[config.mk]
export PLATFORM = sky130hd
export DESIGN_NAME = pc_power_button_sequencer
export DESIGN_NICKNAME = d
export VERILOG_FILES = /design/src/rtl/pcpbs_pkg.sv /design/src/rtl/pcpbs_cfg_regs.sv /design/src/rtl/pcpbs_core.sv /design/src/rtl/pc_power_button_sequencer.sv
export SDC_FILE = /design/constraint.sdc
export NUM_CORES = 1
export LEC_CHECK = 0
export BUFFER_PORTS_ARGS = -buffer_cell sky130_fd_sc_hd__buf_2
export CORE_AREA = 3 3 139 141
export DETAILED_ROUTE_END_ITERATION = 10
export DIE_AREA = 0 0 142 144
export GPL_TIMING_DRIVEN = 0
export PLACE_DENSITY_LB_ADDON = 0.2
export SLEW_MARGIN = 20
export SYNTH_ARGS = -nofsm -noshare
export SYNTH_HDL_FRONTEND = slang
export SYNTH_SLANG_ARGS = --single-unit
[constraint.sdc]
create_clock -name clk_i -period 11.4 [get_ports clk_i]
set_input_delay 0 -clock clk_i [delete_from_list [all_inputs] [get_ports clk_i]]
set_output_delay 0 -clock clk_i [all_outputs]
set_load 0.005 [all_outputs]
[src/rtl/pcpbs_pkg.sv]
// ----------------------------------------------------------------------------
// pcpbs_pkg
// Shared types, codes and helpers of the PC power button sequencer.
// ----------------------------------------------------------------------------
package pcpbs_pkg;

  // Timer and register widths
  localparam int unsigned TIMER_BITS = 16;
  localparam int unsigned CFG_W      = 16;
  localparam int unsigned CFG_IDX_W  = 3;
  localparam int unsigned CMP_W      = (TIMER_BITS > CFG_W) ? TIMER_BITS : CFG_W;

  typedef logic [TIMER_BITS-1:0] timer_t;
  typedef logic [CFG_W-1:0]      cfg_val_t;
  typedef logic [CFG_IDX_W-1:0]  cfg_idx_t;

  // Register indexes
  localparam cfg_idx_t REG_BOOT_HOLD     = 3'd0;
  localparam cfg_idx_t REG_SHUTDOWN_HOLD = 3'd1;
  localparam cfg_idx_t REG_STANDBY_HOLD  = 3'd2;
  localparam cfg_idx_t REG_STANDBY_WAIT  = 3'd3;
  localparam cfg_idx_t REG_STARTUP_WAIT  = 3'd4;
  localparam cfg_idx_t REG_SHUTDOWN_WAIT = 3'd5;
  localparam cfg_idx_t REG_CYCLE         = 3'd6;

  // Request codes
  localparam logic [1:0] REQ_NONE  = 2'd0;
  localparam logic [1:0] REQ_START = 2'd1;
  localparam logic [1:0] REQ_STOP  = 2'd2;
  localparam logic [1:0] REQ_PAUSE = 2'd3;

  // Action lock codes
  localparam logic [1:0] LOCK_NONE    = 2'd0;
  localparam logic [1:0] LOCK_START   = 2'd1;
  localparam logic [1:0] LOCK_STOP    = 2'd2;
  localparam logic [1:0] LOCK_STANDBY = 2'd3;

  typedef struct packed {
    cfg_val_t boot_hold;
    cfg_val_t shutdown_hold;
    cfg_val_t standby_hold;
    cfg_val_t standby_wait;
    cfg_val_t startup_wait;
    cfg_val_t shutdown_wait;
    cfg_val_t cycle;
  } cfg_t;

  typedef struct packed {
    logic [1:0] req_type;
    logic       ignition_level;
    logic       pc_running;
  } item_t;

  typedef struct packed {
    logic       power_button;
    logic       display_button;
    logic [1:0] action_state;
  } result_t;

  // Saturating tick count
  function automatic timer_t timer_inc(timer_t t);
    timer_inc = (t == '1) ? t : t + timer_t'(1);
  endfunction

  // Elapsed-ticks check against a register value
  function automatic logic timer_ge(timer_t t, cfg_val_t v);
    timer_ge = (CMP_W'(t) >= CMP_W'(v));
  endfunction

endpackage

[src/rtl/pcpbs_cfg_regs.sv]
// ----------------------------------------------------------------------------
// pcpbs_cfg_regs
// Hold times, wait times and cycle period, written through the config port.
// ----------------------------------------------------------------------------
module pcpbs_cfg_regs
  import pcpbs_pkg::*;
(
  input  logic     clk_i,
  input  logic     rst_ni,
  input  logic     cfg_we_i,
  input  cfg_idx_t cfg_idx_i,
  input  cfg_val_t cfg_data_i,
  output cfg_t     cfg_o
);

  cfg_t cfg_q, cfg_d;

  // Decode the write
  always_comb begin
    cfg_d = cfg_q;
    if (cfg_we_i) begin
      unique case (cfg_idx_i)
        REG_BOOT_HOLD:     cfg_d.boot_hold     = cfg_data_i;
        REG_SHUTDOWN_HOLD: cfg_d.shutdown_hold = cfg_data_i;
        REG_STANDBY_HOLD:  cfg_d.standby_hold  = cfg_data_i;
        REG_STANDBY_WAIT:  cfg_d.standby_wait  = cfg_data_i;
        REG_STARTUP_WAIT:  cfg_d.startup_wait  = cfg_data_i;
        REG_SHUTDOWN_WAIT: cfg_d.shutdown_wait = cfg_data_i;
        REG_CYCLE:         cfg_d.cycle         = cfg_data_i;
        default:           cfg_d = cfg_q;
      endcase
    end
  end

  always_ff @(posedge clk_i or negedge rst_ni) begin
    if (!rst_ni) begin
      cfg_q.boot_hold     <= cfg_val_t'(500);
      cfg_q.shutdown_hold <= cfg_val_t'(500);
      cfg_q.standby_hold  <= cfg_val_t'(100);
      cfg_q.standby_wait  <= cfg_val_t'(5000);
      cfg_q.startup_wait  <= cfg_val_t'(30000);
      cfg_q.shutdown_wait <= cfg_val_t'(30000);
      cfg_q.cycle         <= cfg_val_t'(100);
    end else begin
      cfg_q <= cfg_d;
    end
  end

  assign cfg_o = cfg_q;

endmodule

[src/rtl/pcpbs_core.sv]
// ----------------------------------------------------------------------------
// pcpbs_core
// Sequencer state and the per-tick update: press timing, commands, sampling.
// ----------------------------------------------------------------------------
module pcpbs_core
  import pcpbs_pkg::*;
(
  input  logic    clk_i,
  input  logic    rst_ni,
  input  logic    fire_i,
  input  item_t   item_i,
  input  cfg_t    cfg_i,
  output result_t result_o
);

  logic [1:0] lock_q, lock_d;
  logic       start_q, start_d;
  logic       stop_q, stop_d;
  logic       pwait_q, pwait_d;
  logic       phold_q, phold_d;
  timer_t     press_q, press_d;
  timer_t     trans_q, trans_d;
  timer_t     cyc_q, cyc_d;
  logic       ign_smp_q, ign_smp_d;
  logic       last_ign_q, last_ign_d;
  logic       run_smp_q, run_smp_d;
  logic       first_q, first_d;

  // One tick of the sequencer
  always_comb begin
    lock_d     = lock_q;
    start_d    = start_q;
    stop_d     = stop_q;
    pwait_d    = pwait_q;
    phold_d    = phold_q;
    ign_smp_d  = ign_smp_q;
    last_ign_d = last_ign_q;
    run_smp_d  = run_smp_q;
    first_d    = first_q;

    // Advance the timers
    press_d = timer_inc(press_q);
    trans_d = timer_inc(trans_q);
    cyc_d   = timer_inc(cyc_q);

    // Start on the first tick if ignition is on and the PC is off
    if (first_q) begin
      if (!item_i.pc_running && !item_i.ignition_level && !start_d &&
          lock_d == LOCK_NONE) begin
        start_d = 1'b1;
        lock_d  = LOCK_START;
        press_d = '0;
      end
      first_d = 1'b0;
    end

    // Release presses whose hold time has run out
    if (start_d && timer_ge(press_d, cfg_i.boot_hold)) begin
      start_d = 1'b0;
      press_d = '0;
      trans_d = '0;
    end
    if (stop_d && timer_ge(press_d, cfg_i.shutdown_hold)) begin
      stop_d  = 1'b0;
      press_d = '0;
      trans_d = '0;
    end
    if (pwait_d && timer_ge(press_d, cfg_i.standby_wait)) begin
      pwait_d = 1'b0;
      trans_d = '0;
    end
    if (phold_d && timer_ge(press_d, cfg_i.standby_hold)) begin
      phold_d = 1'b0;
      pwait_d = 1'b1;
      press_d = '0;
    end

    // Commands, gated by the lock and the sampled PC state
    case (item_i.req_type)
      REQ_START: begin
        if (!start_d && !run_smp_d && lock_d == LOCK_NONE) begin
          start_d = 1'b1;
          lock_d  = LOCK_START;
          press_d = '0;
        end
      end
      REQ_STOP: begin
        if (!stop_d && run_smp_d && lock_d == LOCK_NONE) begin
          stop_d  = 1'b1;
          lock_d  = LOCK_STOP;
          press_d = '0;
        end
      end
      REQ_PAUSE: begin
        if (!pwait_d && !phold_d && run_smp_d && lock_d == LOCK_NONE) begin
          lock_d  = LOCK_STANDBY;
          phold_d = 1'b1;
          press_d = '0;
        end
      end
      default: ;
    endcase

    // Periodic pin sampling and lock check while nothing is in progress
    if (timer_ge(cyc_d, cfg_i.cycle) && !(start_d || stop_d || pwait_d || phold_d)) begin
      ign_smp_d = item_i.ignition_level;
      run_smp_d = item_i.pc_running;
      if (ign_smp_d != last_ign_d && !ign_smp_d && !run_smp_d &&
          lock_d == LOCK_NONE) begin
        start_d = 1'b1;
        lock_d  = LOCK_START;
        press_d = '0;
      end
      last_ign_d = ign_smp_d;
      cyc_d      = '0;
      case (lock_d)
        LOCK_STOP:    if (timer_ge(trans_d, cfg_i.shutdown_wait)) lock_d = LOCK_NONE;
        LOCK_START:   if (timer_ge(trans_d, cfg_i.startup_wait))  lock_d = LOCK_NONE;
        LOCK_STANDBY: if (timer_ge(trans_d, cfg_i.standby_wait))  lock_d = LOCK_NONE;
        default: ;
      endcase
    end
  end

  // Result of this tick
  always_comb begin
    result_o.power_button   = start_d || stop_d || phold_d;
    result_o.display_button = phold_d;
    result_o.action_state   = lock_d;
  end

  // Commit state on an item
  always_ff @(posedge clk_i or negedge rst_ni) begin
    if (!rst_ni) begin
      lock_q     <= LOCK_NONE;
      start_q    <= 1'b0;
      stop_q     <= 1'b0;
      pwait_q    <= 1'b0;
      phold_q    <= 1'b0;
      press_q    <= '0;
      trans_q    <= '0;
      cyc_q      <= '0;
      ign_smp_q  <= 1'b1;
      last_ign_q <= 1'b1;
      run_smp_q  <= 1'b0;
      first_q    <= 1'b1;
    end else if (fire_i) begin
      lock_q     <= lock_d;
      start_q    <= start_d;
      stop_q     <= stop_d;
      pwait_q    <= pwait_d;
      phold_q    <= phold_d;
      press_q    <= press_d;
      trans_q    <= trans_d;
      cyc_q      <= cyc_d;
      ign_smp_q  <= ign_smp_d;
      last_ign_q <= last_ign_d;
      run_smp_q  <= run_smp_d;
      first_q    <= first_d;
    end
  end

endmodule

[src/rtl/pc_power_button_sequencer.sv]
// ----------------------------------------------------------------------------
// pc_power_button_sequencer
// Host-PC power sequencer driven by one tick item per millisecond.
// ----------------------------------------------------------------------------
// Each accepted tick item yields exactly one result item. An item passes an
// input register and then the sequencer update, which writes the result
// register once the result side is free; the block takes one item every clock
// cycle as long as the result side keeps up, and the state registers are
// updated once for each item that is taken.
// Configuration registers may be written only while no item is in flight.
module pc_power_button_sequencer
  import pcpbs_pkg::*;
(
  input  logic       clk_i,
  input  logic       rst_ni,
  input  logic       cfg_we_i,
  input  cfg_idx_t   cfg_idx_i,
  input  cfg_val_t   cfg_data_i,
  input  logic       in_valid_i,
  output logic       in_stall_o,
  input  logic [1:0] req_type_i,
  input  logic       ignition_level_i,
  input  logic       pc_running_i,
  output logic       out_valid_o,
  input  logic       out_stall_i,
  output logic       power_button_o,
  output logic       display_button_o,
  output logic [1:0] action_state_o
);

  cfg_t    cfg;
  item_t   item_q;
  logic    in_valid_q;
  result_t result;
  result_t out_q;
  logic    out_valid_q;
  logic    out_load;
  logic    fire;
  logic    in_load;

  // Handshake: the result register frees up when empty or taken
  assign out_load   = !out_valid_q || !out_stall_i;
  assign fire       = in_valid_q && out_load;
  assign in_load    = !in_valid_q || out_load;
  assign in_stall_o = !in_load;

  pcpbs_cfg_regs u_cfg (
    .clk_i      (clk_i),
    .rst_ni     (rst_ni),
    .cfg_we_i   (cfg_we_i),
    .cfg_idx_i  (cfg_idx_i),
    .cfg_data_i (cfg_data_i),
    .cfg_o      (cfg)
  );

  // Input register
  always_ff @(posedge clk_i or negedge rst_ni) begin
    if (!rst_ni) begin
      in_valid_q <= 1'b0;
    end else if (in_load) begin
      in_valid_q <= in_valid_i;
    end
  end

  always_ff @(posedge clk_i) begin
    if (in_load && in_valid_i) begin
      item_q.req_type       <= req_type_i;
      item_q.ignition_level <= ignition_level_i;
      item_q.pc_running     <= pc_running_i;
    end
  end

  pcpbs_core u_core (
    .clk_i    (clk_i),
    .rst_ni   (rst_ni),
    .fire_i   (fire),
    .item_i   (item_q),
    .cfg_i    (cfg),
    .result_o (result)
  );

  // Result register
  always_ff @(posedge clk_i or negedge rst_ni) begin
    if (!rst_ni) begin
      out_valid_q <= 1'b0;
    end else if (out_load) begin
      out_valid_q <= in_valid_q;
    end
  end

  always_ff @(posedge clk_i) begin
    if (fire) begin
      out_q <= result;
    end
  end

  assign out_valid_o      = out_valid_q;
  assign power_button_o   = out_q.power_button;
  assign display_button_o = out_q.display_button;
  assign action_state_o   = out_q.action_state;

endmodule

==> summary.md, run 1 <==
| Metric | Value |
|---|---|
| Final Wtd Congestion | 0.946 |
| CTS H-tree lvls | 4 |
| Design Area, Final | 12900 um2 |
| Leak | around 6.2 nW |
| Asr flop ratio synth | 95.5% |
| Critical path peak fanout | 10 |
| Synthesis-to-finish area growth | 11.8% |
| Final setup fails | 0 |
| DRC Markers | 0 |
| Max_slew headroom | a little over two fifths |
| DR WL met3 | 2100 um |
| Syn_area_per_cell | 9.15 um2 |
| CP Launch Type | flip-flop |
| Critical path class | reg2reg |
| Routed wl met2 | 14500 um |
| Total routed wirelength | 30200 um |
| # rows | 49 |
| Die area | 20400 um2 |
| Area after DPL | 12000 um2 |
| Clock skew | 0.0101 ns |
| Sw Ratio | 34.6% |
| First-pass iteration count of the detailed router | 5 |
| # diodes | 0 |
| Most common cell on crit path | a21o_1 |
| PD cells | 177 nW/um2 |
| Final Hold Fails | 0 |
| First DRT Iteration DRCs | 712 |
| Largest area contributor in the synthesized netlist | dfrtp_1 |
| Num ports | 34 |
| Post-synth design cell area | 11500 um2 |
| Outcome | finished clean |
| First-pass GRT wire length | between 40000 and 50000 um |
| Total GRT Usage | slightly above 30% |
| Area occupied by multi-input gates | 6290 um2 |
| Seq pwr share | 37.8% |
| TritonCTS clock tree | yes |
| Latest clock arrival within the worst-skew pair | 0.44 ns |
| Root Driver | clkbuf_16 |
| Grt ovf | 0 |
| Fmax achieved | 93.6 MHz |
| Reg clk slew, reported paths | 0.07 ns |
| Setup TNS | 0 ns |
| Largest stage delay, worst path | between 0.6 and 0.7 ns |
| Max layer used | met4 |
| CORE AREA | 18100 um2 |
| Netlist cell types | between 70 and 80 |
| Wirelength per Cell | roughly 19 um |
| Hold slack | 0.0347 ns |
| Synth top area cells | dfrtp_1, ha_1, dfstp_2 |
| Antenna violations before repair | 0 |
| YS warnings | 0 |
| Top-count cell post-synth | nand2_1 |
| R2R setup slack | about 0.72 ns |
| Actual slew at the worst max-slew pin | ~0.86 ns |
| Yosys reg bits | 179 |
| Final Cycle Share | 93.7% |
| Die H | 144 um |
| DR vias/cell | between 6 and 7 |
| Final Max Tran Viols | 0 |
| Vias in the first global route | 9402 |
| Initial Utilization | 63.7% |
| Clock share of power | between 20% and 30% |
| Minimum clock period | 10.68 ns |
| Worst vdd ir | ~0.00016 V |
| Pint | between 1 and 1.5 mW |
| Fin nets | 1488 |
| Wl on met1 | approximately 12000 um |
| Worst setup EP type | flip-flop |
| Storage element area | 4570 um2 |
| Layout cells sized above 1 | 13.6% |
| Largest net degree at the start of global routing | approximately 90 |
| Cells after Synth | 1259 |
| Max_cap viols | 0 |
| Arrival @ worst endpoint | 10.95 ns |
| Switch Pwr | 0.790 mW |
| Total chip power | ~2.3 mW |
| Number of port buffers | 31 |
| Synth top area share | between 20% and 30% |
| Main synth FF type | dfrtp_1 |
| CTS Buf Count | 17 |
| Final ANT Viol Nets | 0 |
| Required @ worst endpoint | 11.67 ns |
| Combinational share of power | about 34% |
| Syn_nets | 1415 |
| FILL cells | 1377 |
| RSZ-0062 raised after global routing | no |
| Top post-synthesis cells by count | nand2_1, inv_1, dfrtp_1 |
| CTS Sinks | 179 |
| # Post-CTS Setup Buffers | 0 |
| CTS Buffer Depth | 2 |
| Die width | ~140 um |
| Worst Hold Class | in2reg |
| Via count | 9541 |
| HPWL Detailed | approximately 22000 um |
| Post-synth EDFFs | 8 |
| Critical path's slowest cell | a311oi_1 |
| Seq/Total Area, Yosys | 39.7% |
==> worst max-delay path, delay by kind of cell (launching register included) <==
family / cells / cell delay, ns
and+or+nand+nor: 9 / 2.39
buffers and inverters: 5 / 1.03
DFF: 1 / 0.53
adders and majority gates: 4 / 1.15
AOI/OAI and AO/OA: 20 / 5.41
==> placed cells by master, fill, tap and decap left out, types with 14 or more instances in the layout <==
| cell type | Yosys | layout |
|---|---|---|
| nand2_1 | 147 | 147 |
| o21ai_0 | 101 | 101 |
| a21oi_1 | 58 | 58 |
| dfrtp_1 | 132 | 132 |
| nand2b_1 | 29 | 29 |
| nand3_1 | 26 | 26 |
| buf_2 | 2 | 32 |
| nor2_1 | 91 | 91 |
| clkbuf_1 | 36 | 40 |
| nor3_1 | 14 | 14 |
| ha_1 | 128 | 128 |
| nand4_1 | 23 | 23 |
| mux2_2 | 57 | 57 |
| inv_1 | 134 | 134 |
| xnor2_1 | 25 | 25 |
| a21o_1 | 27 | 27 |
| dfstp_2 | 39 | 39 |
| dlygate4sd3_1 | 0 | 23 |
| clkbuf_16 | 0 | 17 |
==> layer usage <==
| metal | vias to the layer above | track usage (%) |
|---|---|---|
| li1 | 4545 | - |
| met1 | 4600 | 38.2 |
| met2 | 314 | 51.1 |
| met3 | 82 | 7.04 |
| met4 | 0 | 12.0 |
| met5 | - | 0 |
==> logic make-up (layout without fill, tap and decap cells) <==
family | after synthesis | after routing | synth area share [%]
AOI/OAI and AO/OA | 286 | 286 | 15.6
xor gates and xnor gates | 32 | 32 | 2.43
DFF | 179 | 179 | 39.7
muxes | 58 | 58 | 5.66
and+or+nand+nor | 398 | 398 | 16.8
adders and majority gates | 128 | 128 | 13.9
buffers and inverters | 178 | 264 | 5.95
==> metrics by stage <==
step	cells	setup slack [ns]	utilization, %
global placement	1519	0.327	66.1
floorplan	1259	2.89	-
CTS	1575	0.0912	71.1
finish	1574	0.718	71.2
global route	1574	0.00481	71.2
detailed placement	1520	0.241	66.3
==> cell type report <==
type / count / share of cell area, %
plain buffers: 43 / 1.41
inverters: 134 / 3.91
multi-input cells: 902 / 48.8
clock inverters: 9 / 1.39
well taps: 229 / 2.23
clock buffers: 23 / 3.48
repair buffers: 55 / 3.28
flip-flops and latches: 179 / 35.5
==> flip-flops by register name, summed over array words and instances (netlist names), 2 cells and up <==
name and count:
item_q 4, u_core.lock_q 2, u_core.cyc_q 16, u_cfg.cfg_o 112, u_core.press_q 16, u_core.trans_q 16, action_state_o 2
==> power by group through the flow <==
stage                     Clock (mW)  Combinational (mW)  Sequential, mW
final                          0.642               0.779           0.862
after global routing           0.674               0.887           0.877
after CTS                      0.646               0.768           0.861
after detailed placement           0               0.749           0.871
after global placement             0               0.714           0.865
after floorplan                    0               0.549           0.851
==> timing repair <==
action | in CTS | in global routing
endpoints found under the hold margin | 148 | 0
hold buffers | 23 | 0
endpoints found under the setup margin | 0 | 4
gates resized for setup | 0 | 7
==> path summary, 6_finish.rpt <==
path,startpoint,endpoint,cells past startpoint
setup / recovery,u_core.first_q$_DFFE_PN1P_,action_state_o[1]$_DFFE_PP_,38
hold / removal,cfg_data_i[0],u_cfg.cfg_o[96]$_DFFE_PN0P_,2
setup reg to reg,u_core.first_q$_DFFE_PN1P_,action_state_o[1]$_DFFE_PP_,38
hold reg to reg,in_valid_q$_DFFE_PN0N_,out_valid_o$_DFFE_PN0P_,1
max in group asynchronous,rst_ni,u_cfg.cfg_o[5]$_DFFE_PN1P_,3
min in group asynchronous,rst_ni,u_cfg.cfg_o[97]$_DFFE_PN0P_,2
(Power assumes the default switching activity.)
==> run 2, diff against run 1 <==
CORE_AREA = 3 3 147 149   (was 3 3 139 141)
DIE_AREA = 0 0 150 152   (was 0 0 142 144)
clock period = 9.53 ns   (was 11.4 ns; I/O delays follow)
==> run 2 against run 1 <==
  * Power is 21% higher
  * Register-to-register slack worse by 0.47 ns
  * Die area grew 12%
  * Critical path depth fell by 2
  * Non-clock buffer count grew 22
  * Sequential cell count stayed put
  * Setup slack worse by 0.47 ns
  * Combinational power rose by 34%
==> summary.md, run 2 (synthesized netlist as in run 1, its figures left out) <==
| Metric | Value |
|---|---|
| Worst vdd ir | 0.000153 V |
| Die width | 150 um |
| Root Driver | clkbuf_16 |
| Most common cell after layout, fill and taps aside | nand2_1 |
| Clock skew | approximately 0.012 ns |
| DRC Markers | 0 |
| Num ports | 34 |
| Reg clk slew, reported paths | 0.08 ns |
| CTS Buf Count | 17 |
| Critical path depth in cells | 36 |
| # rows | 52 |
| Design Area, Final | approximately 13000 um2 |
| Min-delay src | cfg_data_i[0] |
| PD cells | ~210 nW/um2 |
| Latest clock arrival within the worst-skew pair | 0.45 ns |
| Worst R2R Start | item_q[1]$_DFFE_PP_ |
| Area after DPL | 12100 um2 |
| First-pass iteration count of the detailed router | 5 |
| FILL cells | roughly 1700 |
| Critical path's slowest cell | or4b_4 |
| Worst Reg-to-Reg Cells | 36 |
| CORE AREA | between 20000 and 25000 um2 |
| Worst Hold Class | in2reg |
| Final Cycle Share | a little over nine tenths |
| Leak | 6.31 nW |
| Fmax achieved | 108 MHz |
| Wirelength per Cell | 19.1 um |
| Max_slew headroom | 44.4% |
| Final core utilization | 65.7% |
| Vias in the first global route | about 9300 |
| Largest net degree at the start of global routing | 98 |
| Via count | between 9000 and 10000 |
| CTS Sinks | 179 |
| First-pass GRT wire length | about 50000 um |
| Final Hold Fails | 0 |
| Max_cap viols | 0 |
| Largest stage delay, worst path | 0.59 ns |
| Crit path buf inv count | 3 |
| Minimum clock period | 9.28 ns |
| Total routed wirelength | 31300 um |
| Die area | 22800 um2 |
| Largest register FFs | between 100 and 150 |
| Final Max Tran Viols | 0 |
| Fin nets | 1510 |
| Critical path peak fanout | 10 |
| Synthesis-to-finish area growth | 15.8% |
| DR vias/cell | 5.90 |
| Number of port buffers | 31 |
| TritonCTS clock tree | yes |
| Grt ovf | 0 |
| Most frequent cells in the layout | nand2_1, inv_1, dfrtp_1 |
| Die H | between 150 and 200 um |
| CTS Buffer Depth | 2 |
| Outcome | finished clean |
| Delay-heaviest family, CP | compound AO/OA/AOI/OAI gates |
| Final ANT Viol Nets | 0 |
| Actual slew at the worst max-slew pin | roughly 0.83 ns |
| Final setup fails | 0 |
| Initial Utilization | ~57% |
| Arrival @ worst endpoint | 9.54 ns |
| CTS H-tree lvls | 4 |
| Setup crit start | item_q[1]$_DFFE_PP_ |
| # diodes | 0 |
| Antenna violations before repair | 0 |
| CP Launch Type | flip-flop |
| Hold depth | 2 |
| First DRT Iteration DRCs | 652 |
| Final Wtd Congestion | between 0.9 and 1 |
| Critical path class | reg2reg |
| HPWL Detailed | 22600 um |
| Worst setup EP type | flip-flop |
| Layout cells sized above 1 | 18.1% |
| Required @ worst endpoint | 9.79 ns |
| R2R setup slack | 0.25 ns |
| Total GRT Usage | between 20% and 30% |
## run 2: cell count changes in the layout (fill, tap and decap cells not counted), sizes merged
cell and change:
inv +7, clkinvlp +2, buf +25, bufinv -5, clkbuf -8, clkinv +1
## run 2: timing repair
action / 4_1_cts / 5_1_grt
setup endpoints to repair: 5 / 4
setup buffers: 12 / 10
pin swaps: 9 / 11
hold buffers: 23 / 0
resized for setup: 36 / 37
endpoints found under the hold margin: 166 / 0
## run 2: stage by stage
step	worst slack, ns	setup TNS, ns	total power, mW	cells	hold slack (ns)
4_1_cts	0.0288	0	2.70	1628	0.0433
6_report	0.250	0	2.76	1637	0.0410
3_5_place_dp	-1.51	-5.44	1.96	1562	0.0647
5_1_grt	-0.0636	-0.0636	2.94	1637	0.0343
3_3_place_gp	-1.46	-5.23	1.91	1560	0.180
2_1_floorplan	1.02	0	1.67	1259	-0.296
## run 2: routing by layer
layer  up-vias  GRT usage [%]  wire (um)
met5         -              0          0
met4         0           10.1       1210
met3        85           4.53       1650
met2       288           45.5      15000
met1      4704           37.7      13500
li1       4588              -          -
## run 2: cell type report
| type | instances | area [um2] | area share (%) |
|---|---|---|---|
| Clock inverter | 14 | 119 | 0.892 |
| Inverter | 134 | 503 | 3.77 |
| Timing Repair Buffer | 78 | 616 | 4.62 |
| Tap cell | 270 | 338 | 2.53 |
| Buffer | 42 | 206 | 1.55 |
| Clock buffer | 18 | 439 | 3.29 |
| Sequential cell | 179 | 4570 | 34.3 |
| Multi-Input combinational cell | 902 | 6540 | 49.1 |
## run 2: worst paths after layout
| kind | to |
|---|---|
| worst max-delay path | action_state_o[1]$_DFFE_PP_ |
| worst min-delay path | u_cfg.cfg_o[96]$_DFFE_PN0P_ |
| worst max register to register | action_state_o[1]$_DFFE_PP_ |
| worst min register to register | out_valid_o$_DFFE_PN0P_ |
| max in group asynchronous | u_cfg.cfg_o[30]$_DFFE_PN1P_ |
| min in group asynchronous | u_cfg.cfg_o[90]$_DFFE_PN0P_ |
## run 2: power breakdown
group	internal, mW	total, mW	switching [mW]
Sequential	0.938	1.03	0.0947
Clock	0.349	0.687	0.338
Combinational	0.436	1.04	0.606
Total	1.72	2.76	1.04
## run 2: worst register-to-register path: cells and delay by family, from the launching register on
kind | cells | cell delay [ns]
buf+inv | 3 | 0.59
compound gates | 18 | 4.40
flops | 1 | 0.43
fa+ha+maj | 4 | 1.09
simple gates | 11 | 2.59
